<file path="config.mk">
export PLATFORM = sky130hd
export DESIGN_NAME = shelf_sprite_packer_top
export DESIGN_NICKNAME = d
export VERILOG_FILES = /design/src/sv/ssp_pkg.sv /design/src/sv/ssp_cell.sv /design/src/sv/ssp_layout.sv /design/src/sv/shelf_sprite_packer_top.sv
export SDC_FILE = /design/constraint.sdc
export NUM_CORES = 2
export LEC_CHECK = 0
export ABC_AREA = 1
export BUFFER_PORTS_ARGS = -buffer_cell sky130_fd_sc_hd__buf_2
export CELL_PAD_IN_SITES_DETAIL_PLACEMENT = 1
export CELL_PAD_IN_SITES_GLOBAL_PLACEMENT = 1
export CORE_MARGIN = 5
export CORE_UTILIZATION = 56
export DETAILED_ROUTE_END_ITERATION = 8
export PLACE_DENSITY_LB_ADDON = 0.1
export SETUP_SLACK_MARGIN = 0.2
export SLEW_MARGIN = 10
export SYNTH_ARGS = -nofsm -noshare
export SYNTH_HDL_FRONTEND = slang
export SYNTH_SLANG_ARGS = --single-unit
</file>
<file path="constraint.sdc">
create_clock -name clk -period 16.5 [get_ports clk]
set_clock_uncertainty 0.15 [all_clocks]
set_input_delay 4.95 -clock clk [delete_from_list [all_inputs] [get_ports clk]]
set_output_delay 4.95 -clock clk [all_outputs]
set_load 0.01 [all_outputs]
</file>
<file path="src/sv/ssp_pkg.sv">
`timescale 1ns / 1ps
`default_nettype none
package ssp_pkg;
  typedef struct packed {
    logic [8:0] sprite_width;
    logic [8:0] sprite_height;
    logic       last_sprite;
  } in_beat_t;
  typedef struct packed {
    logic [5:0]  sprite_index;
    logic [15:0] pos_x;
    logic [15:0] pos_y;
    logic [15:0] sheet_width;
    logic [15:0] sheet_height;
    logic        last_result;
  } out_beat_t;
  typedef enum logic [2:0] {S_LOAD, S_CUT, S_WALK, S_EVAL, S_PLACE, S_EMIT} state_t;
  typedef struct packed {
    logic        valid;
    logic        cut;
    logic [15:0] pw;
    logic [15:0] ph;
    logic [15:0] rw;
  } tok_t;
  typedef struct packed {
    logic [15:0] rx;
    logic [15:0] ry;
    logic [15:0] y;
    logic [15:0] wmax;
    logic [15:0] hsum;
    logic [15:0] limit;
    logic        first;
  } acc_t;
  localparam logic [15:0] PAD_MASK = 16'hFFFC;
  localparam logic [15:0] PAD_ADD = 16'd7;
  localparam logic [15:0] MARGIN = 16'd4;
  function automatic logic [15:0] padded(input logic [8:0] s);
    padded = ({7'd0, s} + PAD_ADD) & PAD_MASK;
  endfunction
endpackage
`default_nettype wire

</file>
<file path="src/sv/ssp_cell.sv">
`timescale 1ns / 1ps
`default_nettype none
module ssp_cell
  import ssp_pkg::*;
(
  input  wire logic  clk,
  input  wire logic  load,
  input  wire logic  [17:0] load_size,
  input  wire logic  shift,
  input  wire logic  [17:0] size_in,
  output logic [17:0] size
);
  always_ff @(posedge clk) begin
    if (load || shift) begin
      size <= load ? load_size : size_in;
    end
  end
endmodule
`default_nettype wire

</file>
<file path="src/sv/ssp_layout.sv">
`timescale 1ns / 1ps
`default_nettype none
module ssp_layout
  import ssp_pkg::*;
(
  input  wire logic  clk,
  input  wire logic  start,
  input  wire logic  step,
  input  wire logic  is_cut,
  input  wire logic  [17:0] sz,
  input  wire logic  [8:0] next_w,
  input  wire logic  has_next,
  input  wire logic  done,
  output logic [15:0] px,
  output logic [15:0] py,
  output logic [15:0] sw,
  output logic [15:0] sh
);
  acc_t a, a_next;
  logic [15:0] pw, ph;
  logic wrap;
  always_comb begin
    pw = padded(sz[8:0]);
    ph = padded(sz[17:9]);
    a_next = a;
    wrap = 1'b0;
    px = a.rx;
    py = a.first ? MARGIN : a.y;
    if (a.first) begin
      a_next.rx = a.rx + pw;
      if (ph > a.ry) a_next.ry = ph;
    end else begin
      wrap = (a.rx + pw) > a.limit;
      if (wrap) begin
        if (a.rx + MARGIN > a.wmax) a_next.wmax = a.rx + MARGIN;
        a_next.hsum = a.hsum + a.ry;
        a_next.y = a.y + a.ry;
        px = MARGIN;
        py = a.y + a.ry;
        a_next.ry = (ph > MARGIN) ? ph : MARGIN;
        a_next.rx = MARGIN + pw;
      end else begin
        a_next.rx = a.rx + pw;
        if (ph > a.ry) a_next.ry = ph;
      end
    end
    if (is_cut) begin
      a_next.wmax = a_next.rx;
      a_next.hsum = a_next.ry;
      a_next.limit = a_next.rx + (has_next ? {7'd0, next_w} : 16'd0);
      a_next.y = MARGIN + a_next.ry;
      a_next.rx = MARGIN;
      a_next.ry = MARGIN;
      a_next.first = 1'b0;
    end
    sw = (a.rx + MARGIN > a.wmax) ? a.rx + MARGIN : a.wmax;
    sh = a.hsum + a.ry + MARGIN;
    if (done) sh = a.hsum + a.ry + MARGIN;
  end
  always_ff @(posedge clk) begin
    if (start) begin
      a <= '{rx: MARGIN, ry: MARGIN, y: MARGIN, wmax: 16'd0, hsum: 16'd0,
             limit: 16'd0, first: 1'b1};
    end else if (step) begin
      a <= a_next;
    end
  end
endmodule
`default_nettype wire

</file>
<file path="src/sv/shelf_sprite_packer_top.sv">
// channel | dir | payload    | handshake
// in      | in  | in_beat_t  | in_valid / in_ready
// out     | out | out_beat_t | out_valid / out_ready
// A sprite is stored by a load into the next free cell.
// On the last sprite each cut c = 1..N is tried in turn (clear, walk, compare),
// then the best cut is walked once more to place the sprites, and a beat is sent per sprite.
// The walk rotates the first N cells past the single layout unit.
// rst clears count, state, index, cut and output valid; cell contents need no reset.
// A stalled output beat holds; no sprite is taken until the set is emitted.
`timescale 1ns / 1ps
`default_nettype none
module shelf_sprite_packer_top
  import ssp_pkg::*;
#(
  parameter int MAX_SPRITES = 64
) (
  input  wire logic      clk,
  input  wire logic      rst,
  input  wire logic      in_valid,
  output logic           in_ready,
  input  wire in_beat_t  in_data,
  output logic           out_valid,
  input  wire logic      out_ready,
  output out_beat_t      out_data
);
  localparam int CW = $clog2(MAX_SPRITES + 1);
  state_t state, state_next;
  logic [CW-1:0] count, cut, idx;
  logic [17:0] size [MAX_SPRITES];
  logic shift, load, start, step, done;
  logic [15:0] px, py, sw, sh;
  logic [15:0] best_w, best_h;
  logic [16:0] best_p;
  logic [CW-1:0] best_cut;
  logic [CW-1:0] n;
  logic accept;
  logic [15:0] pxs [MAX_SPRITES];
  logic [15:0] pys [MAX_SPRITES];
  logic [MAX_SPRITES-1:0] cell_load;
  logic [CW-1:0] idx_p1;
  assign accept = in_valid && in_ready;
  assign in_ready = (state == S_LOAD);
  assign idx_p1 = idx + 1'b1;
  always_comb begin
    cell_load = '0;
    load = 1'b0;
    if (accept && count < CW'(MAX_SPRITES)) begin
      load = 1'b1;
      cell_load[count[$clog2(MAX_SPRITES > 1 ? MAX_SPRITES : 2)-1:0]] = 1'b1;
    end
  end
  genvar g;
  generate
    for (g = 0; g < MAX_SPRITES; g++) begin : g_cell
      ssp_cell u_cell (
        .clk(clk), .load(cell_load[g]),
        .load_size({in_data.sprite_height, in_data.sprite_width}),
        .shift(shift),
        .size_in((CW'(g + 1) == n) ? size[0] : size[(g + 1) % MAX_SPRITES]),
        .size(size[g]));
    end
  endgenerate
  assign shift = (state == S_WALK) || (state == S_PLACE);
  assign start = (state == S_CUT) || (state == S_EVAL);
  assign step = shift;
  assign done = (idx == n);
  ssp_layout u_lay (
    .clk(clk), .start(start), .step(step),
    .is_cut(idx_p1 == cut), .sz(size[0]), .next_w(size[MAX_SPRITES > 1 ? 1 : 0][8:0]),
    .has_next(cut < n), .done(done), .px(px), .py(py), .sw(sw), .sh(sh));
  always_comb begin
    state_next = state;
    case (state)
      S_LOAD:  if (accept && in_data.last_sprite) state_next = S_CUT;
      S_CUT:   state_next = S_WALK;
      S_WALK:  if (idx_p1 == n) state_next = S_EVAL;
      S_EVAL:  state_next = (cut == n) ? S_PLACE : S_CUT;
      S_PLACE: if (idx_p1 == n) state_next = S_EMIT;
      S_EMIT:  if (out_valid && out_ready && idx_p1 == n) state_next = S_LOAD;
      default: state_next = S_LOAD;
    endcase
  end
  always_ff @(posedge clk) begin
    if (rst) begin
      state <= S_LOAD;
      count <= '0;
      out_valid <= 1'b0;
      idx <= '0;
      cut <= '0;
    end else begin
      state <= state_next;
      case (state)
        S_LOAD: begin
          if (load) count <= count + 1'b1;
          if (accept && in_data.last_sprite) begin
            n <= load ? count + 1'b1 : count;
            cut <= CW'(1);
            best_p <= '1;
            best_cut <= CW'(1);
            idx <= '0;
          end
        end
        S_CUT:  idx <= '0;
        S_WALK: idx <= idx_p1;
        S_EVAL: begin
          if ({1'b0, sw} + {1'b0, sh} < best_p) begin
            best_p <= {1'b0, sw} + {1'b0, sh};
            best_w <= sw;
            best_h <= sh;
            best_cut <= cut;
          end
          if (cut == n) begin
            cut <= ({1'b0, sw} + {1'b0, sh} < best_p) ? cut : best_cut;
          end else begin
            cut <= cut + 1'b1;
          end
          idx <= '0;
        end
        S_PLACE: idx <= (idx_p1 == n) ? '0 : idx_p1;
        S_EMIT: begin
          if (!out_valid) begin
            out_valid <= 1'b1;
          end else if (out_ready) begin
            out_valid <= 1'b0;
            idx <= idx_p1;
            if (idx_p1 == n) count <= '0;
          end
        end
        default: ;
      endcase
    end
  end
  logic place_go;
  assign place_go = (state == S_PLACE);
  always_ff @(posedge clk) begin
    if (place_go) begin
      pxs[idx[$clog2(MAX_SPRITES > 1 ? MAX_SPRITES : 2)-1:0]] <= px;
      pys[idx[$clog2(MAX_SPRITES > 1 ? MAX_SPRITES : 2)-1:0]] <= py;
    end
  end
  logic [15:0] rd_x, rd_y;
  always_ff @(posedge clk) begin
    rd_x <= pxs[idx[$clog2(MAX_SPRITES > 1 ? MAX_SPRITES : 2)-1:0]];
    rd_y <= pys[idx[$clog2(MAX_SPRITES > 1 ? MAX_SPRITES : 2)-1:0]];
  end
  always_comb begin
    out_data.sprite_index = 6'(idx);
    out_data.pos_x = rd_x;
    out_data.pos_y = rd_y;
    out_data.sheet_width = best_w;
    out_data.sheet_height = best_h;
    out_data.last_result = (idx_p1 == n);
  end
endmodule
`default_nettype wire

</file>
==> results.toml <==
[clock_tree]
post_cts_buffers = 0
postCtsResizedCells = 0
tritoncts = "done"
htreeDepth = 5
path_clk_slew_ns = 0.07
cts_made_buffers = 351
clock-root-buffer = "clkbuf_16"
max-clock-path-buffers = 4
cts_sinks = 3417
clk_latency_ns = 0.96
hold_buffers = 0

[synth]
yosysMostFrequentCell = "nand2_1"
netlist_area_um2 = 147000
syn_nets = 13183
synthDominantCellAreaShare = 0.665
synth_ff_type = "edfxtp_1"
syn_inst = 13022
synth_top_cell_by_area = "edfxtp_1"
yosys_warnings = 0
synth_area_leaders = "edfxtp_1 (67%), nand2_1 (9.4%), o21ai_0 (8.1%), dfxtp_1 (2.1%), clkbuf_1 (2.0%)"
synth-seq-area-share = 0.686
synth_seq_cells = 3417
yosysUniqueCellTypes = 61
synthTopCellsByCount = "nand2_1 (3681), edfxtp_1 (3263), o21ai_0 (2379), clkbuf_1 (799), inv_1 (360)"
avgSynthCellArea_um2 = 11.3
synth_edf_count = 3263
asyncSetResetFlopFracSynth = 0

[timing]
tightestPinTransition_ns = 1.33
fmax_mhz = 107
hold_viol = 0
setup_viol = 0
rsz0062_at_grt = "false"
fin_tns_setup_ns = 0
fin_crit_sh = 0.566
period_needed_ns = 9.34
slew_headroom = 0.112
drv_slew = 0

[global_routing]
first_global_vias = 111381
grt.total_usage = 0.370
grt_pass1_wl_um = 749000
grt_max_degree = 125
antenna_found_initial = 27
grt-ovfl-total = 0

[detailed_routing]
via_per_inst = 6.58
first_pass_iters = 6
wirelength_um = 517000
drtIter0Drc = 13863
wl_per_cell_um = 31.1
vias = 109309
drc = 0
drt.antenna.violating_nets = 0

[setup_path]
critPathLaunchType = "register"
cp_max_fo = 32
critPathArrivalTime_ns = 4.24
worst-setup-path-type = "register to output port"
worstSetupEndpointType = "output port"
cp.required_ns = 11.40

[place]
gp_congestion = 0.883
hpwl_um = 291000
io_buffers = 95

[final_layout]
drive_above_1_share = 0.0828
syn2layout_area_growth_pct = 10.4
num-nets-final = 12934
fillers = 26409
final_util = 0.621

[run]
max_cap_violations = 0

[floorplan]
initial_core_util = 0.562
chipWidth_um = 523
std_cell_rows = 188
die_area_um2 = 273000
ios = 96
die_h_um = 523
core_area_um2 = 262000

[outcome]
status = "complete, no violations"

[power_and_ir_drop]
ir_drop_v = 0.000210
p_leak_uw = 0.0596
power_density_nw_per_um2 = 186

[min_path]
worstHoldPathType = "register to register"
==> where the power goes <==
group	internal [µW]	switching, µW	leakage, µW
combinational	2190	7000	0.0232
sequential	12500	567	0.0309
clock	4510	3490	0.00554
==> final timing paths <==
check / startpoint / to / slack (ns) / depth (start not counted)
worst max-delay path: idx[3] / out_data[0] / 7.16 / 10
worst min-delay path: u_lay.a[15] / u_lay.a[15] / 0.32 / 2
worst max register to register: u_lay.a[84] / best_p[4] / 7.69 / 36
worst min register to register: u_lay.a[15] / u_lay.a[15] / 0.32 / 2
==> layer usage <==
| metal | GRT usage | wire length (µm) |
|---|---|---|
| met1 | 0.472 | 191000 |
| met2 | 0.621 | 249000 |
| met3 | 0.0560 | 46600 |
| met4 | 0.187 | 29400 |
| met5 | 0 | 57 |
==> flip-flops by register name, summed over array words and instances, names as in the netlist <==
| name | flops |
|---|---|
| rd_y | 16 |
| best_h | 16 |
| g_cell.u_cell.size | 1152 |
| n | 7 |
| idx | 7 |
| pxs | 1024 |
| cut | 7 |
| state | 3 |
| u_lay.a | 97 |
| count | 7 |
| out_valid | 1 |
| best_w | 16 |
| best_p | 17 |
| pys | 1024 |
| best_cut | 7 |
| rd_x | 16 |
==> stage by stage <==
step,hold WS [ns],instances,setup WS (ns),total power (µW),instance area [µm²]
after global routing,0.348,16597,7.02,31500,163000
after CTS,0.326,16575,7.16,30100,163000
after detailed placement,0.306,15935,7.49,22100,151000
after floorplan,0.276,13022,9.16,18300,147000
final,0.323,16604,7.16,30300,163000
after global placement,0.295,15934,7.34,21700,151000
==> critical path: stages (launching register included) <==
cell,delay (ns)
dfxtp_1,0.67
inv_2,0.20
nor2_4,0.14
buf_4,0.60
inv_2,0.46
o21ai_4,0.30
inv_1,0.08
nand2_1,0.08
nand3_1,0.08
nor3_1,0.36
buf_2,0.29
==> kinds of logic after synthesis <==
group	after synthesis	synth area share
adder cells (fa/ha/maj)	138	0.0120
buffers and inverters	1321	0.0347
AND/OR/NAND/NOR	4569	0.125
multiplexers	1	0.0000764
flip-flops	3417	0.686
AO/OA/AOI/OAI	3479	0.136
XOR/XNOR	97	0.00577
==> layout make-up <==
class | count | area, µm² | area share
Antenna cell | 29 | 72.6 | 0.000446
Clock buffer | 432 | 9320 | 0.0573
Clock inverter | 208 | 1960 | 0.0120
Inverter | 393 | 1560 | 0.00957
Multi-Input combinational cell | 8284 | 41900 | 0.258
Sequential cell | 3417 | 101000 | 0.622
Tap cell | 3515 | 4400 | 0.0270
Timing Repair Buffer | 326 | 2310 | 0.0142
==> cells in the final DEF, fill, tap and decap left out, types with 71 or more instances in the layout <==
cell type  instances
nor2_4            78
a221oi_1         225
clkinv_1          72
buf_2             95
clkinv_2         107
o21ai_0         2377
buf_4            222
dfxtp_1          154
nor2_1           240
nand2_1         3679
a22o_1           199
xor2_1            71
nand4_1          300
clkbuf_16        356
edfxtp_1        3263
a22oi_1          334
a21oi_1          210
inv_1            321
nand3_1          144
ha_1             133
Note: power is estimated with default switching activity, not from simulation.
